$ cat src/meam_pkg.sv
// Shared widths, limits, codes and control types of the masked error metrics accumulator.
package meam_pkg;

    localparam int SAMP_W = 24;
    localparam int THR_W  = 23;
    localparam int AD_W   = 24;
    localparam int SQT_W  = 36;
    localparam int SQ_W   = 64;
    localparam int ABS_W  = 45;
    localparam int RAT_W  = 44;
    localparam int TERM_W = 24;
    localparam int CNT_W  = 21;
    localparam int REM_W  = 30;
    localparam int DVD_W  = 52;
    localparam int QUO_W  = 40;
    localparam int ROOT_W = 26;
    localparam int DIV_W  = 24;
    localparam int STEP_W = 6;

    localparam int MSE_W  = 40;
    localparam int RMSE_W = 26;
    localparam int MAE_W  = 25;
    localparam int PCT_W  = 31;

    localparam int MAX_PAIRS = 1048576;
    localparam logic [CNT_W-1:0] PAIR_LIMIT =
        (MAX_PAIRS < (2 ** CNT_W) - 1) ? CNT_W'(MAX_PAIRS) : {CNT_W{1'b1}};

    localparam logic [TERM_W-1:0] TERM_MAX = {TERM_W{1'b1}};
    localparam logic [MSE_W-1:0]  MSE_MAX  = {MSE_W{1'b1}};
    localparam logic [MAE_W-1:0]  MAE_MAX  = {MAE_W{1'b1}};
    localparam logic [PCT_W-1:0]  PCT_MAX  = {PCT_W{1'b1}};

    localparam logic [1:0] CFG_MISS_REF  = 2'd0;
    localparam logic [1:0] CFG_MISS_PRED = 2'd1;
    localparam logic [1:0] CFG_RATIO_THR = 2'd2;

    typedef struct packed {
        logic clear;
        logic add_main;
        logic add_ratio;
        logic set_sat;
    } t_acc_ctl;

endpackage

$ cat src/meam_step.sv
// Shared restoring step unit: one divide bit or one square root digit per use.
module meam_step import meam_pkg::*; (
    input  logic              i_sqrt,
    input  logic [REM_W-1:0]  i_rem,
    input  logic [1:0]        i_bits,
    input  logic [ROOT_W-1:0] i_root,
    input  logic [DIV_W-1:0]  i_dvsr,
    output logic [REM_W-1:0]  o_rem,
    output logic              o_bit
);

    logic [REM_W-1:0] w_pre;
    logic [REM_W-1:0] w_trial;
    logic             w_ge;

    // Square root takes two dividend bits and tries 4*root+1; division takes one bit.
    assign w_pre   = i_sqrt ? {i_rem[REM_W-3:0], i_bits} : {i_rem[REM_W-2:0], i_bits[1]};
    assign w_trial = i_sqrt ? {2'b00, i_root, 2'b01}
                            : {{(REM_W - DIV_W){1'b0}}, i_dvsr};
    assign w_ge    = (w_pre >= w_trial);
    assign o_rem   = w_ge ? (w_pre - w_trial) : w_pre;
    assign o_bit   = w_ge;

endmodule

$ cat src/meam_accum.sv
// Saturating accumulator bank: squared, absolute and ratio sums, pair count and flag.
module meam_accum import meam_pkg::*; (
    input  logic              i_clk,
    input  logic              i_rst_n,
    input  t_acc_ctl          i_ctl,
    input  logic [SQT_W-1:0]  i_sq_term,
    input  logic [AD_W-1:0]   i_abs_term,
    input  logic [TERM_W-1:0] i_ratio_term,
    output logic [SQ_W-1:0]   o_sq_sum,
    output logic [ABS_W-1:0]  o_abs_sum,
    output logic [RAT_W-1:0]  o_ratio_sum,
    output logic [CNT_W-1:0]  o_count,
    output logic              o_sat
);

    logic [SQ_W-1:0]  r_sq;
    logic [ABS_W-1:0] r_abs;
    logic [RAT_W-1:0] r_rat;
    logic [CNT_W-1:0] r_cnt;
    logic             r_sat;

    logic [SQ_W:0]    w_sq_sum;
    logic [ABS_W:0]   w_abs_sum;
    logic [RAT_W:0]   w_rat_sum;

    assign w_sq_sum  = {1'b0, r_sq} + {{(SQ_W + 1 - SQT_W){1'b0}}, i_sq_term};
    assign w_abs_sum = {1'b0, r_abs} + {{(ABS_W + 1 - AD_W){1'b0}}, i_abs_term};
    assign w_rat_sum = {1'b0, r_rat} + {{(RAT_W + 1 - TERM_W){1'b0}}, i_ratio_term};

    always_ff @(posedge i_clk) begin
        if (!i_rst_n || i_ctl.clear) begin
            r_sq  <= '0;
            r_abs <= '0;
            r_rat <= '0;
            r_cnt <= '0;
            r_sat <= 1'b0;
        end else begin
            if (i_ctl.add_main) begin
                r_sq  <= w_sq_sum[SQ_W] ? {SQ_W{1'b1}} : w_sq_sum[SQ_W-1:0];
                r_abs <= w_abs_sum[ABS_W] ? {ABS_W{1'b1}} : w_abs_sum[ABS_W-1:0];
                r_cnt <= r_cnt + CNT_W'(1);
            end
            if (i_ctl.add_ratio) begin
                r_rat <= w_rat_sum[RAT_W] ? {RAT_W{1'b1}} : w_rat_sum[RAT_W-1:0];
            end
            if (i_ctl.set_sat
                    || (i_ctl.add_main && (w_sq_sum[SQ_W] || w_abs_sum[ABS_W]))
                    || (i_ctl.add_ratio && w_rat_sum[RAT_W])) begin
                r_sat <= 1'b1;
            end
        end
    end

    assign o_sq_sum    = r_sq;
    assign o_abs_sum   = r_abs;
    assign o_ratio_sum = r_rat;
    assign o_count     = r_cnt;
    assign o_sat       = r_sat;

endmodule

$ cat src/masked_error_metrics_accumulator_core.sv
// Top level of the masked error metrics accumulator: sequencer, shared step unit, result register.
//
//   channel | direction | handshake                     | payload
//   --------+-----------+-------------------------------+-----------------------------------
//   in      | to block  | i_in_valid / o_in_stall       | reference, predicted, last pair
//   out     | from block| o_out_valid / i_out_stall     | MSE, RMSE, MAE, percent, count, flag
//   cfg     | to block  | i_cfg_valid / o_cfg_ready     | register index and write data
//
// An item passes the multiply and accumulate states; one that adds a ratio term then takes
// the ratio quotient from the shared restoring step unit, one bit per cycle over 24 bits.
// An item marked last then runs the final divides (40, 25 and 31 quotient bits) and the
// 26-digit square root, all on the same step unit, and starts them only once the previous
// result has been taken from the output register.
// Reset clears the sequencer, the accumulators and the output valid and loads the register
// reset values. The block takes no item until the current one is finished; a stalled
// result holds in the output register while the block accepts and accumulates new items.
module masked_error_metrics_accumulator_core import meam_pkg::*; (
    input  logic                     i_clk,
    input  logic                     i_rst_n,

    input  logic                     i_in_valid,
    output logic                     o_in_stall,
    input  logic signed [SAMP_W-1:0] i_reference_sample,
    input  logic signed [SAMP_W-1:0] i_predicted_sample,
    input  logic                     i_last_pair,

    output logic                     o_out_valid,
    input  logic                     i_out_stall,
    output logic [MSE_W-1:0]         o_mean_squared_error,
    output logic [RMSE_W-1:0]        o_root_mean_squared_error,
    output logic [MAE_W-1:0]         o_mean_absolute_error,
    output logic [PCT_W-1:0]         o_percent_error,
    output logic [CNT_W-1:0]         o_valid_pairs,
    output logic                     o_overflow_seen,

    input  logic                     i_cfg_valid,
    output logic                     o_cfg_ready,
    input  logic [1:0]               i_cfg_index,
    input  logic [SAMP_W-1:0]        i_cfg_data
);

    typedef enum logic [3:0] {
        S_IDLE,
        S_MUL,
        S_ACC,
        S_RSTEP,
        S_RADD,
        S_FIN,
        S_MLOAD,
        S_MSTEP,
        S_QLOAD,
        S_QSTEP,
        S_ALOAD,
        S_ASTEP,
        S_PMUL,
        S_PLOAD,
        S_PSTEP,
        S_DONE
    } t_state;

    // Configuration registers.
    logic [SAMP_W-1:0] r_miss_ref;
    logic [SAMP_W-1:0] r_miss_pred;
    logic [THR_W-1:0]  r_thr;

    // Sequencer and datapath registers.
    t_state              r_state;
    logic [AD_W-1:0]     r_ad;
    logic [DIV_W-1:0]    r_ar;
    logic                r_take;
    logic                r_drop;
    logic                r_ren;
    logic                r_last;
    logic [SQT_W-1:0]    r_sqt;
    logic [TERM_W-1:0]   r_rterm;
    logic [REM_W-1:0]    r_rem;
    logic [DVD_W-1:0]    r_dvd;
    logic [QUO_W-1:0]    r_quo;
    logic [DIV_W-1:0]    r_dvsr;
    logic [STEP_W-1:0]   r_cnt;
    logic                r_clp;

    // Result register.
    logic                r_ovalid;
    logic [MSE_W-1:0]    r_mse;
    logic [RMSE_W-1:0]   r_rmse;
    logic [MAE_W-1:0]    r_mae;
    logic [PCT_W-1:0]    r_pct;
    logic [CNT_W-1:0]    r_pairs;
    logic                r_ovf;

    // Front end: difference and magnitudes of the incoming pair.
    logic signed [SAMP_W:0] w_diff;
    logic [SAMP_W:0]        w_ad_full;
    logic [SAMP_W:0]        w_ar_full;
    logic                   w_present;
    logic                   w_room;
    logic [2*AD_W-1:0]      w_prod;

    // Accumulator bank.
    t_acc_ctl               w_ctl;
    logic [SQ_W-1:0]        w_sq_sum;
    logic [ABS_W-1:0]       w_abs_sum;
    logic [RAT_W-1:0]       w_ratio_sum;
    logic [CNT_W-1:0]       w_count;
    logic                   w_sat;

    // Shared step unit.
    logic                   w_sqrt;
    logic                   w_step;
    logic                   w_last_step;
    logic [REM_W-1:0]       w_rem_n;
    logic                   w_bit;
    logic [QUO_W-1:0]       w_quo_n;
    logic [DVD_W-2:0]       w_pct_ext;
    logic [DVD_W-2:0]       w_pct_prod;

    assign w_diff    = {i_reference_sample[SAMP_W-1], i_reference_sample}
                     - {i_predicted_sample[SAMP_W-1], i_predicted_sample};
    assign w_ad_full = w_diff[SAMP_W] ? ((SAMP_W + 1)'(0) - w_diff) : w_diff;
    assign w_ar_full = i_reference_sample[SAMP_W-1]
                     ? ((SAMP_W + 1)'(0) - {1'b1, i_reference_sample})
                     : {1'b0, i_reference_sample};
    assign w_present = (i_reference_sample != r_miss_ref)
                    && (i_predicted_sample != r_miss_pred);
    assign w_room    = (w_count < PAIR_LIMIT);
    assign w_prod    = r_ad * r_ad;

    // The final percentage needs ratio_sum * 100, built from three shifted copies.
    assign w_pct_ext  = {{(DVD_W - 1 - RAT_W){1'b0}}, w_ratio_sum};
    assign w_pct_prod = (w_pct_ext << 6) + (w_pct_ext << 5) + (w_pct_ext << 2);

    always_comb begin
        w_ctl           = '0;
        w_ctl.add_main  = (r_state == S_ACC) && r_take;
        w_ctl.set_sat   = (r_state == S_ACC) && r_drop;
        w_ctl.add_ratio = (r_state == S_RADD);
        w_ctl.clear     = (r_state == S_DONE);
    end

    meam_accum u_accum (
        .i_clk        (i_clk),
        .i_rst_n      (i_rst_n),
        .i_ctl        (w_ctl),
        .i_sq_term    (r_sqt),
        .i_abs_term   (r_ad),
        .i_ratio_term (r_rterm),
        .o_sq_sum     (w_sq_sum),
        .o_abs_sum    (w_abs_sum),
        .o_ratio_sum  (w_ratio_sum),
        .o_count      (w_count),
        .o_sat        (w_sat)
    );

    assign w_sqrt = (r_state == S_QSTEP);
    assign w_step = (r_state == S_RSTEP) || (r_state == S_MSTEP) || (r_state == S_QSTEP)
                 || (r_state == S_ASTEP) || (r_state == S_PSTEP);
    assign w_last_step = (r_cnt == STEP_W'(1));

    meam_step u_step (
        .i_sqrt (w_sqrt),
        .i_rem  (r_rem),
        .i_bits (r_dvd[DVD_W-1:DVD_W-2]),
        .i_root (r_quo[ROOT_W-1:0]),
        .i_dvsr (r_dvsr),
        .o_rem  (w_rem_n),
        .o_bit  (w_bit)
    );

    assign w_quo_n = {r_quo[QUO_W-2:0], w_bit};

    // Configuration registers take a write in any cycle.
    always_ff @(posedge i_clk) begin
        if (!i_rst_n) begin
            r_miss_ref  <= {1'b1, {(SAMP_W - 1){1'b0}}};
            r_miss_pred <= {1'b1, {(SAMP_W - 1){1'b0}}};
            r_thr       <= '0;
        end else if (i_cfg_valid) begin
            case (i_cfg_index)
                CFG_MISS_REF:  r_miss_ref  <= i_cfg_data;
                CFG_MISS_PRED: r_miss_pred <= i_cfg_data;
                CFG_RATIO_THR: r_thr       <= i_cfg_data[THR_W-1:0];
                default: ;
            endcase
        end
    end

    always_ff @(posedge i_clk) begin
        if (!i_rst_n) begin
            r_state  <= S_IDLE;
            r_ovalid <= 1'b0;
        end else begin
            if (r_ovalid && !i_out_stall) begin
                r_ovalid <= 1'b0;
            end

            // Every step state advances the shared unit by one bit or one digit.
            if (w_step) begin
                r_rem <= w_rem_n;
                r_quo <= w_quo_n;
                r_dvd <= w_sqrt ? {r_dvd[DVD_W-3:0], 2'b00} : {r_dvd[DVD_W-2:0], 1'b0};
                r_cnt <= r_cnt - STEP_W'(1);
            end

            case (r_state)
                S_IDLE: begin
                    if (i_in_valid) begin
                        r_ad    <= w_ad_full[AD_W-1:0];
                        r_ar    <= w_ar_full[DIV_W-1:0];
                        r_take  <= w_present && w_room;
                        r_drop  <= w_present && !w_room;
                        r_ren   <= w_present && w_room
                                && (w_ar_full[DIV_W-1:0] > {1'b0, r_thr});
                        r_last  <= i_last_pair;
                        r_state <= S_MUL;
                    end
                end
                S_MUL: begin
                    // Squared term, and the ratio divide set up as (|d| << 16) / |r|.
                    r_sqt   <= w_prod[2*AD_W-1:12];
                    r_rem   <= {{(REM_W - AD_W + 8){1'b0}}, r_ad[AD_W-1:8]};
                    r_dvd   <= {r_ad[7:0], {(DVD_W - 8){1'b0}}};
                    r_dvsr  <= r_ar;
                    r_clp   <= ({8'b0, r_ad[AD_W-1:8]} >= r_ar);
                    r_quo   <= '0;
                    r_cnt   <= STEP_W'(TERM_W);
                    r_state <= S_ACC;
                end
                S_ACC: begin
                    if (r_ren) begin
                        r_state <= S_RSTEP;
                    end else if (r_last) begin
                        r_state <= S_FIN;
                    end else begin
                        r_state <= S_IDLE;
                    end
                end
                S_RSTEP: begin
                    if (w_last_step) begin
                        r_rterm <= r_clp ? TERM_MAX : w_quo_n[TERM_W-1:0];
                        r_state <= S_RADD;
                    end
                end
                S_RADD: begin
                    r_state <= r_last ? S_FIN : S_IDLE;
                end
                S_FIN: begin
                    // The result fields are written in place, so wait for the last
                    // result to leave the output register.
                    if (!r_ovalid) begin
                        if (w_count == '0) begin
                            r_mse   <= '0;
                            r_rmse  <= '0;
                            r_mae   <= '0;
                            r_pct   <= '0;
                            r_state <= S_DONE;
                        end else begin
                            r_state <= S_MLOAD;
                        end
                    end
                end
                S_MLOAD: begin
                    r_rem   <= {{(REM_W - (SQ_W - MSE_W)){1'b0}}, w_sq_sum[SQ_W-1:MSE_W]};
                    r_dvd   <= {w_sq_sum[MSE_W-1:0], {(DVD_W - MSE_W){1'b0}}};
                    r_dvsr  <= {{(DIV_W - CNT_W){1'b0}}, w_count};
                    r_clp   <= (w_sq_sum[SQ_W-1:MSE_W] >= {{(DIV_W - CNT_W){1'b0}}, w_count});
                    r_quo   <= '0;
                    r_cnt   <= STEP_W'(MSE_W);
                    r_state <= S_MSTEP;
                end
                S_MSTEP: begin
                    if (w_last_step) begin
                        r_mse   <= r_clp ? MSE_MAX : w_quo_n[MSE_W-1:0];
                        r_state <= S_QLOAD;
                    end
                end
                S_QLOAD: begin
                    // Root of mse << 12 taken two bits at a time from the top.
                    r_rem   <= '0;
                    r_dvd   <= {r_mse, {(DVD_W - MSE_W){1'b0}}};
                    r_quo   <= '0;
                    r_cnt   <= STEP_W'(RMSE_W);
                    r_state <= S_QSTEP;
                end
                S_QSTEP: begin
                    if (w_last_step) begin
                        r_rmse  <= w_quo_n[RMSE_W-1:0];
                        r_state <= S_ALOAD;
                    end
                end
                S_ALOAD: begin
                    r_rem   <= {{(REM_W - (ABS_W - MAE_W)){1'b0}}, w_abs_sum[ABS_W-1:MAE_W]};
                    r_dvd   <= {w_abs_sum[MAE_W-1:0], {(DVD_W - MAE_W){1'b0}}};
                    r_clp   <= ({1'b0, w_abs_sum[ABS_W-1:MAE_W]} >= w_count);
                    r_quo   <= '0;
                    r_cnt   <= STEP_W'(MAE_W);
                    r_state <= S_ASTEP;
                end
                S_ASTEP: begin
                    if (w_last_step) begin
                        r_mae   <= r_clp ? MAE_MAX : w_quo_n[MAE_W-1:0];
                        r_state <= S_PMUL;
                    end
                end
                S_PMUL: begin
                    r_dvd   <= {1'b0, w_pct_prod};
                    r_state <= S_PLOAD;
                end
                S_PLOAD: begin
                    r_rem   <= {{(REM_W - (DVD_W - 1 - PCT_W)){1'b0}}, r_dvd[DVD_W-2:PCT_W]};
                    r_clp   <= ({1'b0, r_dvd[DVD_W-2:PCT_W]} >= w_count);
                    r_dvd   <= {r_dvd[PCT_W-1:0], {(DVD_W - PCT_W){1'b0}}};
                    r_quo   <= '0;
                    r_cnt   <= STEP_W'(PCT_W);
                    r_state <= S_PSTEP;
                end
                S_PSTEP: begin
                    if (w_last_step) begin
                        r_pct   <= r_clp ? PCT_MAX : w_quo_n[PCT_W-1:0];
                        r_state <= S_DONE;
                    end
                end
                S_DONE: begin
                    // An empty data set reports a clear flag as well.
                    r_pairs  <= w_count;
                    r_ovf    <= w_sat && (w_count != '0);
                    r_ovalid <= 1'b1;
                    r_state  <= S_IDLE;
                end
                default: begin
                    r_state <= S_IDLE;
                end
            endcase
        end
    end

    assign o_in_stall                = (r_state != S_IDLE);
    assign o_cfg_ready               = 1'b1;
    assign o_out_valid               = r_ovalid;
    assign o_mean_squared_error      = r_mse;
    assign o_root_mean_squared_error = r_rmse;
    assign o_mean_absolute_error     = r_mae;
    assign o_percent_error           = r_pct;
    assign o_valid_pairs             = r_pairs;
    assign o_overflow_seen           = r_ovf;

    // A new result is only produced from the finishing state.
    a_valid_from_done: assert property (@(posedge i_clk) disable iff (!i_rst_n)
        $rose(r_ovalid) |-> $past(r_state == S_DONE))
        else $error("result valid raised outside the finishing state");

    // The finishing state never overwrites a result that is still waiting.
    a_no_overwrite: assert property (@(posedge i_clk) disable iff (!i_rst_n)
        (r_state == S_DONE) |-> !r_ovalid)
        else $error("result register overwritten while still valid");

    // The accumulators are empty after a result is formed.
    a_cleared: assert property (@(posedge i_clk) disable iff (!i_rst_n)
        (r_state == S_DONE) |=> (w_count == '0) && !w_sat)
        else $error("accumulators not cleared after a result");

    // Step states always have a bit left to produce.
    a_step_count: assert property (@(posedge i_clk) disable iff (!i_rst_n)
        w_step |-> (r_cnt != '0))
        else $error("step unit used with an exhausted step count");

    // The pair count never passes its limit.
    a_count_limit: assert property (@(posedge i_clk) disable iff (!i_rst_n)
        (r_state == S_ACC) |=> (w_count <= PAIR_LIMIT))
        else $error("pair count beyond its limit");

endmodule
$ cat config.mk
export PLATFORM = sky130hd
export DESIGN_NAME = masked_error_metrics_accumulator_core
export DESIGN_NICKNAME = d
export VERILOG_FILES = /design/src/meam_pkg.sv /design/src/meam_step.sv /design/src/meam_accum.sv /design/src/masked_error_metrics_accumulator_core.sv
export SDC_FILE = /design/constraint.sdc
export NUM_CORES = 2
export LEC_CHECK = 0
export BUFFER_PORTS_ARGS = -buffer_cell sky130_fd_sc_hd__buf_2
export CAP_MARGIN = 5
export CORE_AREA = 2 2 404 406
export CTS_BUF_LIST = sky130_fd_sc_hd__clkbuf_4
export DETAILED_ROUTE_END_ITERATION = 12
export DIE_AREA = 0 0 406 408
export PLACE_DENSITY = 0.49
export SLEW_MARGIN = 20
export SYNTH_ARGS = -nofsm -noshare
export SYNTH_HDL_FRONTEND = slang
export SYNTH_SLANG_ARGS = --single-unit
$ cat constraint.sdc
create_clock -name i_clk -period 17.4 [get_ports i_clk]
set_clock_uncertainty 0.1 [all_clocks]
set_input_delay 1.74 -clock i_clk [delete_from_list [all_inputs] [get_ports i_clk]]
set_output_delay 1.74 -clock i_clk [all_outputs]
set_load 0.02 [all_outputs]
==> run metrics <==
final core occ 0.386; crit path kind reg2reg; Post-Syn Nets 7031; max frequency 113 MHz; post-synthesis simple-gate area fraction 0.144; I/O pin cnt 227; Tcrit/Tclk final 0.509; Site Rows 148; synthesis-stage register bit count 656; CTS max path bufs 3; area leader, netlist edfxtp_1; Placeable Area 162000 um^2; initial antenna violation count 6; Die ar. 166000 um^2; fin nets 7258; gpl congestion 0.886; Post-Synth Adder-Cell Area 0.276; root buffer cell clkbuf_4; vias in the first global route 44.5k; cell count after synthesis 5995; Syn Area/Cell 9.38 um^2; commonest cells after routing, fill and taps aside 723 x inv_1, 660 x nand2_1, 479 x ha_1; Post-Synthesis Cell Area 56300 um^2; post-synthesis compound-gate area fraction 0.148; H-tree Lvls 4; slowest CP cell edfxtp_1; post-synthesis xor/xnor area fraction 0.0532; fraction of registers with async set/reset 0; most common cell after layout, fill and taps aside inv_1; CTS resizes 0; DRT iter0 DRCs 3844; PortBufs 225; Distinct cells, synth 91; Worst Path Max Fanout 23; clock sink total 656; status complete, no violations; Post-synth EDFFs 405; TNS Setup 0 ns; GRT overflow 0; largest family of logic cells by synthesized area adder cells; Final Setup Violations 0; Yosys top cell area share 0.216; main area contributors after synthesis edfxtp_1 22%, fa_1 17%, ha_1 11%; yosys warns 0; Layout area overhead 10.8%; Worst Hold Class reg2reg; Worst Tran Pin Value 1.15 ns; post-CTS setup buffers 0; DRC Markers 0; vias 44.6k; wire per inst 21.8 um; Final Hold Fails 0; CTS Buf Count 181; Detail Route Antenna Nets 0; Post-CTS Hold Buffers 0; max_slew headroom 0.234; post-synthesis sequential area ratio 0.305; final worst path period need 8.85 ns; Pins Over Slew Limit 0; post-synthesis mux area share 0.00718; CP Data Arrival Time 9.66 ns; die outline width 406 um; crit path capture type flip-flop; RSZ-0062 raised after global routing false; slowest stage delay, CP 1.11 ns; initial core utilization 0.348; CTS tree done; detail-routed via count per cell 5.21; Post-synth top flop edfxtp_1; first-pass GRT wire length 280 mm; worst-path cell chain inv_1, nor2_1, fa_1, fa_1, fa_1, fa_1, fa_1, fa_1, inv_1, fa_1, inv_1, ha_1, a21oi_1, o21ai_0, nor3_1, a21boi_0, nor4_1, o2111ai_1, o21ai_0, or4_1, a31oi_1, o21bai_1, xnor2_1; worst endpoint required time 18.21 ns; hpwl dp 142 mm; critical path's most frequent cell fa_1; CP Launch Type flip-flop; 1st-pass router iterations 9; Post-Route WL 187 mm; GRT Overall Usage 0.224; Clk pin slew, worst setup/hold paths 0.07 ns; layout cells sized above 1 0.103; Die Y 408 um; worst skew pair latency 1.21 ns; max cap viols 0; largest net degree at the start of global routing 86
stage by stage:
step	hold WS (ns)	instance area (um^2)	worst slack, ns	cells
after floorplan	0.332	56300	9.93	5995
after global placement	0.356	59800	8.48	8213
after detailed placement	0.364	59900	8.62	8214
after CTS	0.372	62300	8.59	8551
after global routing	0.394	62300	8.14	8553
final	0.368	62300	8.55	8554
cells in the mapped netlist (37+ instances only):
master,number
nor2b_1,46
nor2_1,373
o21a_1,48
mux2i_1,37
dfxtp_1,251
a22oi_1,44
a21oi_1,386
nand2_1,660
a21o_1,127
xor2_1,134
and2_1,200
clkbuf_1,228
ha_1,479
fa_1,477
o21ai_0,297
inv_1,723
edfxtp_1,405
xnor2_1,208
nand2b_1,43
and3_1,55
a21boi_0,74
a31oi_1,49
nand3_1,87
nor3_1,70
nand4_1,67
sequential cells by signal, indices dropped and copies added, names as in the netlist, 26 cells and up:
register,cells
u_accum.o_abs_sum,45
r_rem,29
o_root_mean_squared_error,26
r_quo,39
r_sqt,36
u_accum.o_ratio_sum,44
r_dvd,50
u_accum.o_sq_sum,64
o_percent_error,31
o_mean_squared_error,40
cells by family after synthesis:
group	Yosys count
AO/OA/AOI/OAI	1305
other	1
flip-flops	656
multiplexers	40
adder cells (fa/ha/maj)	956
XOR/XNOR	342
buffers and inverters	975
AND/OR/NAND/NOR	1720
area by class of cell:
| type | count | area (um^2) |
|---|---|---|
| clock inverters | 62 | 410 |
| diodes | 3 | 7.51 |
| fillers | 16500 | 99300 |
| repair buffers | 296 | 1670 |
| clock buffers | 275 | 2060 |
| flip-flops and latches | 656 | 17200 |
| inverters | 723 | 2710 |
| multi-input cells | 4364 | 35600 |
| well taps | 2175 | 2720 |
metal layers:
layer  GRT usage  wire length, um  vias to the layer above
li1            -                -                    21100
met1       0.309            84200                    21900
met2       0.352            84800                     1354
met3      0.0380            11400                      295
met4      0.0792             6230                        2
met5           0               13                        -
worst max-delay path: cells and delay by family, from the launching register on:
family                     cells  cell delay, ns
adders and majority gates      8            3.76
AOI/OAI and AO/OA              7            1.93
and+or+nand+nor                4            1.13
DFF                            1            1.11
buffers and inverters          3            0.46
xor gates and xnor gates       1            0.12
final timing paths:
check,from,to,slack [ns],depth (start not counted)
setup / recovery,r_ad[1],r_sqt[35],8.55,23
hold / removal,r_thr[13],r_thr[13],0.37,2
setup reg to reg,r_ad[1],r_sqt[35],8.55,23
hold reg to reg,r_thr[13],r_thr[13],0.37,2
Power is not shown: default switching activity piles up to over one toggle a cycle in this logic, so the estimate is an artifact.
